`config.mk`:
```
export PLATFORM = sky130hd
export DESIGN_NAME = counting_semaphore_wait_queue_unit
export DESIGN_NICKNAME = d
export VERILOG_FILES = /design/src/hw/rtl/csq_pkg.sv /design/src/hw/rtl/counting_semaphore_wait_queue_unit.sv /design/src/hw/rtl/csq_ram.sv
export SDC_FILE = /design/constraint.sdc
export NUM_CORES = 1
export LEC_CHECK = 0
export BUFFER_PORTS_ARGS = -buffer_cell sky130_fd_sc_hd__buf_4
export CAP_MARGIN = 20
export CORE_MARGIN = 1
export CORE_UTILIZATION = 58
export CTS_CLUSTER_SIZE = 12
export DETAILED_ROUTE_END_ITERATION = 10
export MAX_ROUTING_LAYER = met4
export PLACE_DENSITY = 0.76
export SYNTH_ARGS = -nofsm -noshare
export SYNTH_HDL_FRONTEND = slang
export SYNTH_SLANG_ARGS = --single-unit
```
`constraint.sdc`:
```
create_clock -name clk -period 8.4 [get_ports clk]
set_clock_uncertainty 0.2 [all_clocks]
set_input_delay 0.84 -clock clk [delete_from_list [all_inputs] [get_ports clk]]
set_output_delay 0.84 -clock clk [all_outputs]
set_load 0.03 [all_outputs]
```
`src/hw/rtl/csq_pkg.sv`:
```
`timescale 1ns / 1ps
// ----------------------------------------------------------------------------
// csq_pkg
// Shared constants for the counting semaphore with a FIFO wait queue.
// ----------------------------------------------------------------------------

package csq_pkg;

	localparam int QUEUE_DEPTH = 16;
	localparam int NUM_THREADS = 256;

	localparam int THR_W   = 8;
	localparam int CNT_W   = 16;
	localparam int FUNC_W  = 3;
	localparam int KIND_W  = 3;
	localparam int QA_W    = (QUEUE_DEPTH > 1) ? $clog2(QUEUE_DEPTH) : 1;
	localparam int QF_W    = $clog2(QUEUE_DEPTH + 1);

	localparam logic [CNT_W-1:0] COUNT_MAX = {CNT_W{1'b1}};

	localparam logic [FUNC_W-1:0] FUNC_CREATE  = 3'd0;
	localparam logic [FUNC_W-1:0] FUNC_SIGNAL  = 3'd1;
	localparam logic [FUNC_W-1:0] FUNC_WAIT    = 3'd2;
	localparam logic [FUNC_W-1:0] FUNC_CANCEL  = 3'd3;
	localparam logic [FUNC_W-1:0] FUNC_DESTROY = 3'd4;

	localparam logic [KIND_W-1:0] KIND_DONE      = 3'd0;
	localparam logic [KIND_W-1:0] KIND_GRANTED   = 3'd1;
	localparam logic [KIND_W-1:0] KIND_QUEUED    = 3'd2;
	localparam logic [KIND_W-1:0] KIND_WOKE_OK   = 3'd3;
	localparam logic [KIND_W-1:0] KIND_WOKE_FAIL = 3'd4;
	localparam logic [KIND_W-1:0] KIND_FULL      = 3'd5;
	localparam logic [KIND_W-1:0] KIND_SATURATED = 3'd6;
	localparam logic [KIND_W-1:0] KIND_INVALID   = 3'd7;

endpackage

```
`src/hw/rtl/counting_semaphore_wait_queue_unit.sv`:
```
// Create, wait and invalid codes load their result into the output register at dispatch;
// a signal with waiters reads the queue head, emits it, then moves each waiter left down
// one place to close the gap at the head. Cancel scans one entry per cycle and moves
// closed-up entries with a read and then a write each; destroy drains one waiter per cycle
// while the output is free. One operation at a time: input is taken only when idle.
// Reset clears count, fill and control; queue contents are undefined until written.
`timescale 1ns / 1ps
// ----------------------------------------------------------------------------
// counting_semaphore_wait_queue_unit
// Counting semaphore with a FIFO queue of waiting thread ids, driven by a
// small sequencer over one queue RAM.
// ----------------------------------------------------------------------------

module counting_semaphore_wait_queue_unit (
	input  logic        clk,
	input  logic        arst_n,
	input  logic        s_tvalid,
	output logic        s_tready,
	input  logic [7:0]  s_tdata,   // [7:0] thread
	input  logic [2:0]  s_tuser,   // [2:0] func
	output logic        m_tvalid,
	input  logic        m_tready,
	output logic [23:0] m_tdata,   // [7:0] woken, [23:8] count
	output logic [2:0]  m_tuser,   // [2:0] kind
	output logic        m_tlast
);

	localparam logic [2:0] S_IDLE     = 3'd0;
	localparam logic [2:0] S_DISP     = 3'd1;
	localparam logic [2:0] S_SIG_RD   = 3'd2;
	localparam logic [2:0] S_CAN_CMP  = 3'd3;
	localparam logic [2:0] S_SHIFT    = 3'd4;
	localparam logic [2:0] S_SHIFT_WR = 3'd5;
	localparam logic [2:0] S_DES      = 3'd6;

	localparam int QA_W = csq_pkg::QA_W;
	localparam int QF_W = csq_pkg::QF_W;

	logic [2:0]                   state_q, state_d;
	logic [csq_pkg::FUNC_W-1:0]   func_q;
	logic [csq_pkg::THR_W-1:0]    thr_q;
	logic [csq_pkg::CNT_W-1:0]    count_q, count_d;
	logic [QF_W-1:0]              fill_q, fill_d;
	logic [QA_W-1:0]              idx_q, idx_d;

	logic                         out_valid_q;
	logic [csq_pkg::KIND_W-1:0]   out_kind_q;
	logic [csq_pkg::THR_W-1:0]    out_woken_q;
	logic [csq_pkg::CNT_W-1:0]    out_count_q;
	logic                         out_last_q;

	logic                         load_out;
	logic [csq_pkg::KIND_W-1:0]   ld_kind;
	logic [csq_pkg::THR_W-1:0]    ld_woken;
	logic                         ld_last;
	logic                         out_free;

	logic                         ram_we, ram_re;
	logic [QA_W-1:0]              ram_waddr, ram_raddr;
	logic [csq_pkg::THR_W-1:0]    ram_wdata, ram_rdata;

	logic                         thr_bad;
	logic [QF_W-1:0]              idx_inc;
	logic [QA_W-1:0]              idx_nxt;
	logic                         in_xfer;

	assign in_xfer  = s_tvalid && s_tready;
	assign s_tready = (state_q == S_IDLE);
	assign out_free = !out_valid_q || m_tready;
	assign thr_bad  = {1'b0, thr_q} >= (csq_pkg::THR_W + 1)'(csq_pkg::NUM_THREADS);
	assign idx_inc  = QF_W'(idx_q) + QF_W'(1);
	assign idx_nxt  = idx_inc[QA_W-1:0];

	always_comb begin
		state_d   = state_q;
		count_d   = count_q;
		fill_d    = fill_q;
		idx_d     = idx_q;
		load_out  = 1'b0;
		ld_kind   = csq_pkg::KIND_DONE;
		ld_woken  = '0;
		ld_last   = 1'b1;
		ram_we    = 1'b0;
		ram_waddr = fill_q[QA_W-1:0];
		ram_wdata = thr_q;
		ram_re    = 1'b0;
		ram_raddr = '0;

		case (state_q)
			S_IDLE: begin
				if (in_xfer) begin
					state_d = S_DISP;
				end
			end
			S_DISP: begin
				if (out_free) begin
					case (func_q)
						csq_pkg::FUNC_CREATE: begin
							count_d  = '0;
							fill_d   = '0;
							load_out = 1'b1;
							state_d  = S_IDLE;
						end
						csq_pkg::FUNC_SIGNAL: begin
							if (fill_q != '0) begin
								ram_re  = 1'b1;
								state_d = S_SIG_RD;
							end else if (count_q == csq_pkg::COUNT_MAX) begin
								ld_kind  = csq_pkg::KIND_SATURATED;
								load_out = 1'b1;
								state_d  = S_IDLE;
							end else begin
								count_d  = count_q + 1'b1;
								load_out = 1'b1;
								state_d  = S_IDLE;
							end
						end
						csq_pkg::FUNC_WAIT: begin
							load_out = 1'b1;
							state_d  = S_IDLE;
							if (thr_bad) begin
								ld_kind = csq_pkg::KIND_INVALID;
							end else if (count_q != '0) begin
								count_d = count_q - 1'b1;
								ld_kind = csq_pkg::KIND_GRANTED;
							end else if (fill_q >= QF_W'(csq_pkg::QUEUE_DEPTH)) begin
								ld_kind = csq_pkg::KIND_FULL;
							end else begin
								ram_we  = 1'b1;
								fill_d  = fill_q + 1'b1;
								ld_kind = csq_pkg::KIND_QUEUED;
							end
						end
						csq_pkg::FUNC_CANCEL: begin
							if (thr_bad) begin
								ld_kind  = csq_pkg::KIND_INVALID;
								load_out = 1'b1;
								state_d  = S_IDLE;
							end else if (fill_q == '0) begin
								load_out = 1'b1;
								state_d  = S_IDLE;
							end else begin
								idx_d   = '0;
								ram_re  = 1'b1;
								state_d = S_CAN_CMP;
							end
						end
						csq_pkg::FUNC_DESTROY: begin
							count_d = '0;
							if (fill_q == '0) begin
								load_out = 1'b1;
								state_d  = S_IDLE;
							end else begin
								idx_d   = '0;
								ram_re  = 1'b1;
								state_d = S_DES;
							end
						end
						default: begin
							ld_kind  = csq_pkg::KIND_INVALID;
							load_out = 1'b1;
							state_d  = S_IDLE;
						end
					endcase
				end
			end
			S_SIG_RD: begin
				// emit the head, then close the gap it leaves
				if (out_free) begin
					ld_kind  = csq_pkg::KIND_WOKE_OK;
					ld_woken = ram_rdata;
					load_out = 1'b1;
					fill_d   = fill_q - 1'b1;
					idx_d    = '0;
					state_d  = S_SHIFT;
				end
			end
			S_CAN_CMP: begin
				if (ram_rdata == thr_q) begin
					fill_d  = fill_q - 1'b1;
					state_d = S_SHIFT;
				end else if (idx_inc >= fill_q) begin
					load_out = 1'b1;
					state_d  = S_IDLE;
				end else begin
					idx_d     = idx_nxt;
					ram_re    = 1'b1;
					ram_raddr = idx_nxt;
				end
			end
			S_SHIFT: begin
				// fill already holds the new length; move entry idx+1 down to idx
				if (QF_W'(idx_q) < fill_q) begin
					ram_re    = 1'b1;
					ram_raddr = idx_nxt;
					state_d   = S_SHIFT_WR;
				end else begin
					// cancel answers after the move; the output is free since dispatch
					load_out = (func_q == csq_pkg::FUNC_CANCEL);
					state_d  = S_IDLE;
				end
			end
			S_SHIFT_WR: begin
				ram_we    = 1'b1;
				ram_waddr = idx_q;
				ram_wdata = ram_rdata;
				idx_d     = idx_nxt;
				state_d   = S_SHIFT;
			end
			S_DES: begin
				if (out_free) begin
					ld_kind  = csq_pkg::KIND_WOKE_FAIL;
					ld_woken = ram_rdata;
					load_out = 1'b1;
					ld_last  = (idx_inc == fill_q);
					if (idx_inc == fill_q) begin
						fill_d  = '0;
						state_d = S_IDLE;
					end else begin
						idx_d     = idx_nxt;
						ram_re    = 1'b1;
						ram_raddr = idx_nxt;
					end
				end
			end
			default: begin
				state_d = S_IDLE;
			end
		endcase
	end

	always_ff @(posedge clk or negedge arst_n) begin
		if (!arst_n) begin
			state_q     <= S_IDLE;
			count_q     <= '0;
			fill_q      <= '0;
			idx_q       <= '0;
			out_valid_q <= 1'b0;
		end else begin
			state_q <= state_d;
			count_q <= count_d;
			fill_q  <= fill_d;
			idx_q   <= idx_d;
			if (load_out) begin
				out_valid_q <= 1'b1;
			end else if (m_tready) begin
				out_valid_q <= 1'b0;
			end
		end
	end

	always_ff @(posedge clk) begin
		if (in_xfer) begin
			func_q <= s_tuser;
			thr_q  <= s_tdata;
		end
		if (load_out) begin
			out_kind_q  <= ld_kind;
			out_woken_q <= ld_woken;
			out_count_q <= count_d;
			out_last_q  <= ld_last;
		end
	end

	csq_ram #(
		.WIDTH(csq_pkg::THR_W),
		.DEPTH(csq_pkg::QUEUE_DEPTH)
	) u_queue (
		.clk  (clk),
		.we   (ram_we),
		.waddr(ram_waddr),
		.wdata(ram_wdata),
		.re   (ram_re),
		.raddr(ram_raddr),
		.rdata(ram_rdata)
	);

	assign m_tvalid = out_valid_q;
	assign m_tuser  = out_kind_q;
	assign m_tdata  = {out_count_q, out_woken_q};
	assign m_tlast  = out_last_q;

	a_fill_bound: assert property (@(posedge clk) disable iff (!arst_n)
		fill_q <= QF_W'(csq_pkg::QUEUE_DEPTH))
		else $error("queue fill beyond depth");

	a_accept_dispatch: assert property (@(posedge clk) disable iff (!arst_n)
		in_xfer |=> state_q == S_DISP)
		else $error("transfer in not followed by dispatch");

	a_destroy_count: assert property (@(posedge clk) disable iff (!arst_n)
		state_q == S_DES |-> count_q == '0)
		else $error("count not cleared during destroy drain");

	a_wake_count_zero: assert property (@(posedge clk) disable iff (!arst_n)
		load_out && ld_kind == csq_pkg::KIND_WOKE_FAIL |-> count_d == '0)
		else $error("failed wake carries nonzero count");

	a_no_overwrite: assert property (@(posedge clk) disable iff (!arst_n)
		out_valid_q && !m_tready |-> !load_out)
		else $error("result overwritten while stalled");

endmodule

```
`src/hw/rtl/csq_ram.sv`:
```
`timescale 1ns / 1ps
// ----------------------------------------------------------------------------
// csq_ram
// Generic single-write, single-read RAM with registered read data.
// ----------------------------------------------------------------------------

module csq_ram #(
	parameter int WIDTH = 8,
	parameter int DEPTH = 16
) (
	input  logic                                      clk,
	input  logic                                      we,
	input  logic [((DEPTH > 1) ? $clog2(DEPTH) : 1)-1:0] waddr,
	input  logic [WIDTH-1:0]                          wdata,
	input  logic                                      re,
	input  logic [((DEPTH > 1) ? $clog2(DEPTH) : 1)-1:0] raddr,
	output logic [WIDTH-1:0]                          rdata
);

	logic [WIDTH-1:0] mem_q [DEPTH];

	always_ff @(posedge clk) begin
		if (we) begin
			mem_q[waddr] <= wdata;
		end
		if (re) begin
			rdata <= mem_q[raddr];
		end
	end

endmodule

```
* After elaboration in Yosys (flattened, before gate mapping)
Memory sizes are Yosys's and may differ from the RTL's. A register that Yosys moved wholly into a read port is not among the register bits.
Index checks and enable logic that the tools add are counted.
** Word-level totals
- Logic and storage cells :: 150
- Register bits after elaboration :: 68
- Memories :: 1
- Memory bits (writable) :: 128
- Input bits :: 15
- Output and inout port bits :: 30
** Memory list
- u_queue.mem_q :: words 16, width 8, read ports 1, clocked after memory_dff 1, write ports 1, line csq_ram.sv:20 : logic [WIDTH-1:0] mem_q [DEPTH];
** Cells by class
- Eq/ne operators :: 28
- Order comparisons :: 3
- Multiplexer cells :: 82
- Reduce and logical (&&, ||, !) cells :: 20
- $add $sub $neg :: 5
** Operators by type and width (count)
- $mux 16 :: 5
- $mux 4 :: 14
- $pmux 16 s3 :: 1
- $mux 3 :: 15
- $mux 5 :: 7
- $pmux 3 s3 :: 3
- $mux 1 :: 23
- $pmux 3 s7 :: 1
- $ne 2x2->1 const B :: 10
- $pmux 4 s5 :: 1
- $pmux 5 s4 :: 1
- $reduce_and 9->1 :: 2
- $add 16x1->16 const B :: 1
- $eq 16x16->1 const B :: 1
- $reduce_bool 16->1 :: 1
- $sub 16x1->16 const B :: 1
- $eq 3x2->1 const B :: 4
- $eq 3x3->1 const B :: 4
- $pmux 4 s3 :: 1
- $pmux 5 s2 :: 1
- $reduce_bool 5->1 :: 2
- $ne 3x3->1 const B :: 3
- $eq 8x8->1 :: 1
- $mux 8 :: 1
- other kinds (24) :: 34

* Logic depth before layout (Yosys ltp)
- Depth in word-level cells :: 8
- Depth in mapped cells :: 14
- Mapped depth without buffers :: 11

* By module
A second synthesis with hierarchy kept.
** Second synthesis, totals
- Cells, all modules :: 704
- Area total of the unflattened synthesis :: 9835.7 sq um
** Modules (own cells, without submodules)
- csq_ram :: area an instance 5227.5 sq um, cells an instance 229, seq. area each 4083.9 sq um, instances 1
- counting_semaphore_wait_queue_unit :: area an instance 4608.2 sq um, cells an instance 475, seq. area each 1896.8 sq um, instances 1

* Worst setup path after synthesis
OpenSTA, ideal clock, no wires.
- Kind :: reg-to-reg
- Start point :: register idx_q[0]
- End point :: register out_last_q, in the netlist m_tlast, enable pin
- Data required time :: 7611 ps
- Slack :: 4661 ps
- Setup time :: 589 ps
- Buffers on the path :: 0
- Cell stages (with the launch flop) :: 10
- Clock period less this slack :: 3739 ps
- Arrival :: 2950 ps
- Path through :: dfrtp_1 > ha_1 > xnor2_1 > inv_1 > ha_1 > a211oi_1 > nor2_1 > or3_1 > nand3_1 > nand4_1
** On the way
- Word-level cells in the longest chain between the ends :: 5
- Elaborated cells between the ends (all ways) :: 7
- Classes of those cells :: 1 x add/sub; 2 x order compare; 4 x mux
** RTL lines
- start: declaration :: line counting_semaphore_wait_queue_unit.sv:44 : logic [QA_W-1:0] idx_q, idx_d;
- start signal: assignment :: line counting_semaphore_wait_queue_unit.sv:243 : idx_q <= idx_d;
- $add 4x1->5 :: line counting_semaphore_wait_queue_unit.sv:71 : assign idx_inc = QF_W'(idx_q) + QF_W'(1);
- $ge 5x5->1 :: line counting_semaphore_wait_queue_unit.sv:182 : end else if (idx_inc >= fill_q) begin
- $mux 1 :: line counting_semaphore_wait_queue_unit.sv:182
- $mux 1 :: line counting_semaphore_wait_queue_unit.sv:179 : if (ram_rdata == thr_q) begin
- $pmux 1 s4 (*) :: line counting_semaphore_wait_queue_unit.sv:89 : case (state_q)
- net load_out :: line counting_semaphore_wait_queue_unit.sv:52 : logic load_out;
- end signal: assignment :: line counting_semaphore_wait_queue_unit.sv:261 : out_last_q <= ld_last;
- end: declaration :: line counting_semaphore_wait_queue_unit.sv:50 : logic out_last_q;
The timed path passes the listed nets; every way through them passes the cells marked *.
A chain may end at the register's enable or synchronous reset.

* Worst setup path in the final report
- Start point :: register idx_q[0]
- End point :: register u_queue.rdata[7], read port of u_queue.mem_q (data pin)
** On the way
- Word-level cells in the longest chain between the ends :: 5
- Elaborated cells between the ends (all ways) :: 16
- Classes of those cells :: 1 x add/sub; 2 x order compare; 1 x eq/ne; 12 x mux
** RTL lines
- $add 4x1->5 :: line counting_semaphore_wait_queue_unit.sv:71
- $ge 5x5->1 or $eq 5x5->1 (tied branches) :: line counting_semaphore_wait_queue_unit.sv:182, counting_semaphore_wait_queue_unit.sv:216
- $mux 1 (tied with other cells) :: line counting_semaphore_wait_queue_unit.sv:182
- $mux 1 (tied with other cells) :: line counting_semaphore_wait_queue_unit.sv:179
- $pmux 1 s4 or $pmux 4 s3 (tied branches) :: line counting_semaphore_wait_queue_unit.sv:89
- end: declaration :: line csq_ram.sv:17 : output logic [WIDTH-1:0] rdata
Several ways; a longest one is shown, not always the timed one.

==> flow_summary.ini <==
[synth]
avgSynthCellArea_sq_um = 11.6
synth-main-ff-cell = edfxtp_1
synth-async-reset-ratio_pct = 14.2
syn_nets = 886
yosysSeqAreaShare_pct = 60.3
synth_cell_type_count = 79
ys_seq_elements = 204
synth.cell_area_sq_um = 9920
synthCells = 857
yosys_warnings = 0
synth_edf_count = 175

[grt]
grt_antenna_before_repair = 0
grt_remaining_overflow = 0
grt_pass1_wl_um = 38500
grt_pass1_vias = 6919
grt_use_total_pct = 29.1
grt_max_degree = 69

[clock_network]
numCtsBuffers = 22
clk_latency_ps = 500
postCtsSetupRepairBufs = 0
path_clk_slew_ps = 60
cts_tree = yes
root_buffer = clkbuf_16
ctsHtreeMaxLevel = 1
cts_resized = 0
hold_buffers = 0
clock_sinks = 204
cts_buffer_depth = 3

[setup_path]
cp-end-kind = flop
r2r-end = u_queue.rdata[7]$_DFFE_PP_
worstSetupPathType = flop to flop
cp_slowest_cell = a311o_1
reg2reg_depth = 10
rrSetupSlack_ps = 3860
crit_required_ps = 8430
path_buf_inv = 1
r2r_start = idx_q[0]$_DFFE_PN0P_
start_kind = flop
arrival_ps = 4570
max_stage_delay_ps = 810
crit_fanout = 68
cpLargestDelayFamily = compound AO/OA/AOI/OAI gates
path_common_cell = nand4_1
cp.depth = 10
crit_start = idx_q[0]$_DFFE_PN0P_
crit_end = u_queue.rdata[7]$_DFFE_PP_
crit_path_cell_trace = ha_2 > buf_4 > ha_1 > nand4_1 > a21oi_1 > nor3_1 > a311o_1 > nand3_1 > o211ai_1 > nand4_1

[drt]
finalWirelength_um = 24400
wl_per_cell_um = 21.7
dr_wl_met2_um = 11000
firstDrtPassIters = 6
dr_total_vias = 7272
route.met3.wl_um = 2100
top_layer_used = met4
avgViaCountPerCell = 6.49
drcViolationCount = 0
ant_nets = 0
met1_length_um = 10800
drtIter0Drc = 807

[power]
power_frac_comb_pct = 43.2
leakage_nw = 3.88
p_switching_w = 0.00189
ir_worst_vdd_v = 0.000215
report.power.total_w = 0.00450
internal_power_w = 0.00261
share_seq_of_total_power_pct = 35.7
p_per_area_nw_per_um2 = 407
switching_share_pct = 41.9
clkPwrFrac_pct = 21.1

[timing]
relSlewSlack_pct = 33.6
worst_pin_slew_ps = 992
finalSetupViolations = 0
fin_crit_sh_pct = 54.1
maxSlewViolCount = 0
rsz0062_at_grt = no
min_period_ps = 4540
timing.final.hold_violations = 0
tns_ps = 0
max_freq_mhz = 220

[hold_path]
holdCritPathClass = input pin to async pin

[cells_and_area]
multi_input_area_sq_um = 3620
nNetsFinal = 914
layout_commonest_cell = edfxtp_1
antenna_cells = 0
seqCellArea_sq_um = 5980
layout_common_cells = edfxtp_1 (175), nand2_1 (100), nor2_1 (74)
fill_cells = 1202
syn2layout_area_growth_pct = 11.5
drive_above_1_share_pct = 13.4

[floorplanning]
rows = 47
io_pins = 45
coreArea_sq_um = 16600
fp.dieW_um = 133
start_util_pct = 59.6
die_h_um = 133
die-area_sq_um = 17600

[placement]
gp_congestion = 0.901
port-buffer-count = 44
dp_hpwl_um = 16400

[run]
drv_cap = 0

[status]
outcome = completed
==> cells in the mapped netlist (all sizes together) (4+ instances only) <==
master / instances / area [sq um]
or2: 4 / 27.5
nor3: 31 / 175
nand4: 10 / 62.6
o211ai: 12 / 90.1
nand2b: 10 / 62.6
a221oi: 6 / 52.6
o32ai: 4 / 35.0
and2: 4 / 25.0
inv: 22 / 82.6
o311a: 5 / 50.1
ha: 14 / 175
a21oi: 36 / 184
o21a: 4 / 30.0
o31ai: 14 / 110
a31oi: 29 / 196
and3: 24 / 150
nor2: 76 / 293
dfrtp: 29 / 726
nand3: 48 / 245
edfxtp: 175 / 5260
buf: 23 / 145
or3: 9 / 56.3
o21ai: 41 / 209
a211oi: 13 / 103
mux4: 8 / 180
o22ai: 5 / 31.3
xnor2: 10 / 87.6
clkbuf: 25 / 93.8
nor4: 14 / 121
nand2: 100 / 375
==> area by class of cell <==
| class | count | share of cell area [%] |
|---|---|---|
| inverter | 22 | 0.747 |
| multi-input combinational | 583 | 32.7 |
| clock inverter | 2 | 0.351 |
| tap | 220 | 2.49 |
| clock buffer | 38 | 6.07 |
| sequential | 204 | 54.1 |
| timing repair buffer | 52 | 3.53 |
==> worst min-delay path by stage <==
stage	start	to	slack, ps	cells after the start
final	arst_n	count_q[0]$_DFF_PN0_	80	1
after global routing	arst_n	idx_q[2]$_DFFE_PN0P_	90	1
after CTS	arst_n	idx_q[2]$_DFFE_PN0P_	80	1
after detailed placement	fill_q[4]$_DFFE_PN0P_	fill_q[4]$_DFFE_PN0P_	310	1
after global placement	fill_q[4]$_DFFE_PN0P_	fill_q[4]$_DFFE_PN0P_	290	1
after floorplan	fill_q[4]$_DFFE_PN0P_	fill_q[4]$_DFFE_PN0P_	270	1
==> per-stage QoR <==
stage                     std cells  util [%]  setup WS [ps]  hold slack, ps  cell area (sq um)
after floorplan                 857         -           4660             271               9920
after global placement         1079      62.1           4100             289              10300
after detailed placement       1080      62.2           3910             311              10300
after CTS                      1120      66.4           3890            81.6              11100
after global routing           1121      66.5           3470            92.3              11100
final                          1121      66.5           3860            77.7              11100
==> power by group through the flow <==
stage	combinational [W]	clock, W	sequential, W
after floorplan	0.00131	0	0.00167
after global placement	0.00186	0	0.00161
after detailed placement	0.00191	0	0.00162
after CTS	0.00192	0.000959	0.00160
after global routing	0.00211	0.000998	0.00163
final	0.00194	0.000949	0.00161
==> cell families after synthesis <==
kind of cell	after synthesis	share of synthesized area (%)
multiplexers	10	2.02
XOR/XNOR	12	1.06
buffers and inverters	70	3.24
AO/OA/AOI/OAI	201	13.9
flip-flops	204	60.3
adder cells (fa/ha/maj)	14	1.77
AND/OR/NAND/NOR	346	17.7
==> registers in the layout, summed over array words and instances, names as in the netlist, 3 cells and up <==
register and flops:
idx_q 4, u_queue.mem_q 128, state_q 3, count_q 16
out_count_q 16, m_tuser 3, out_woken_q 8, fill_q 5
func_q 3, u_queue.rdata 8, thr_q 8
==> worst register-to-register path, stage by stage, from the launching register on <==
cell	delay, ps
dfrtp_1	480
ha_2	360
buf_4	560
ha_1	390
nand4_1	110
a21oi_1	70
nor3_1	320
a311o_1	810
nand3_1	520
o211ai_1	320
nand4_1	140
==> metal layers <==
layer,up-vias,global-route usage (%)
met5,-,-
met4,0,7.47
met3,37,4.06
met2,396,43.1
met1,3501,42.5
li1,3338,-
Note: power is estimated with default switching activity, not from simulation.
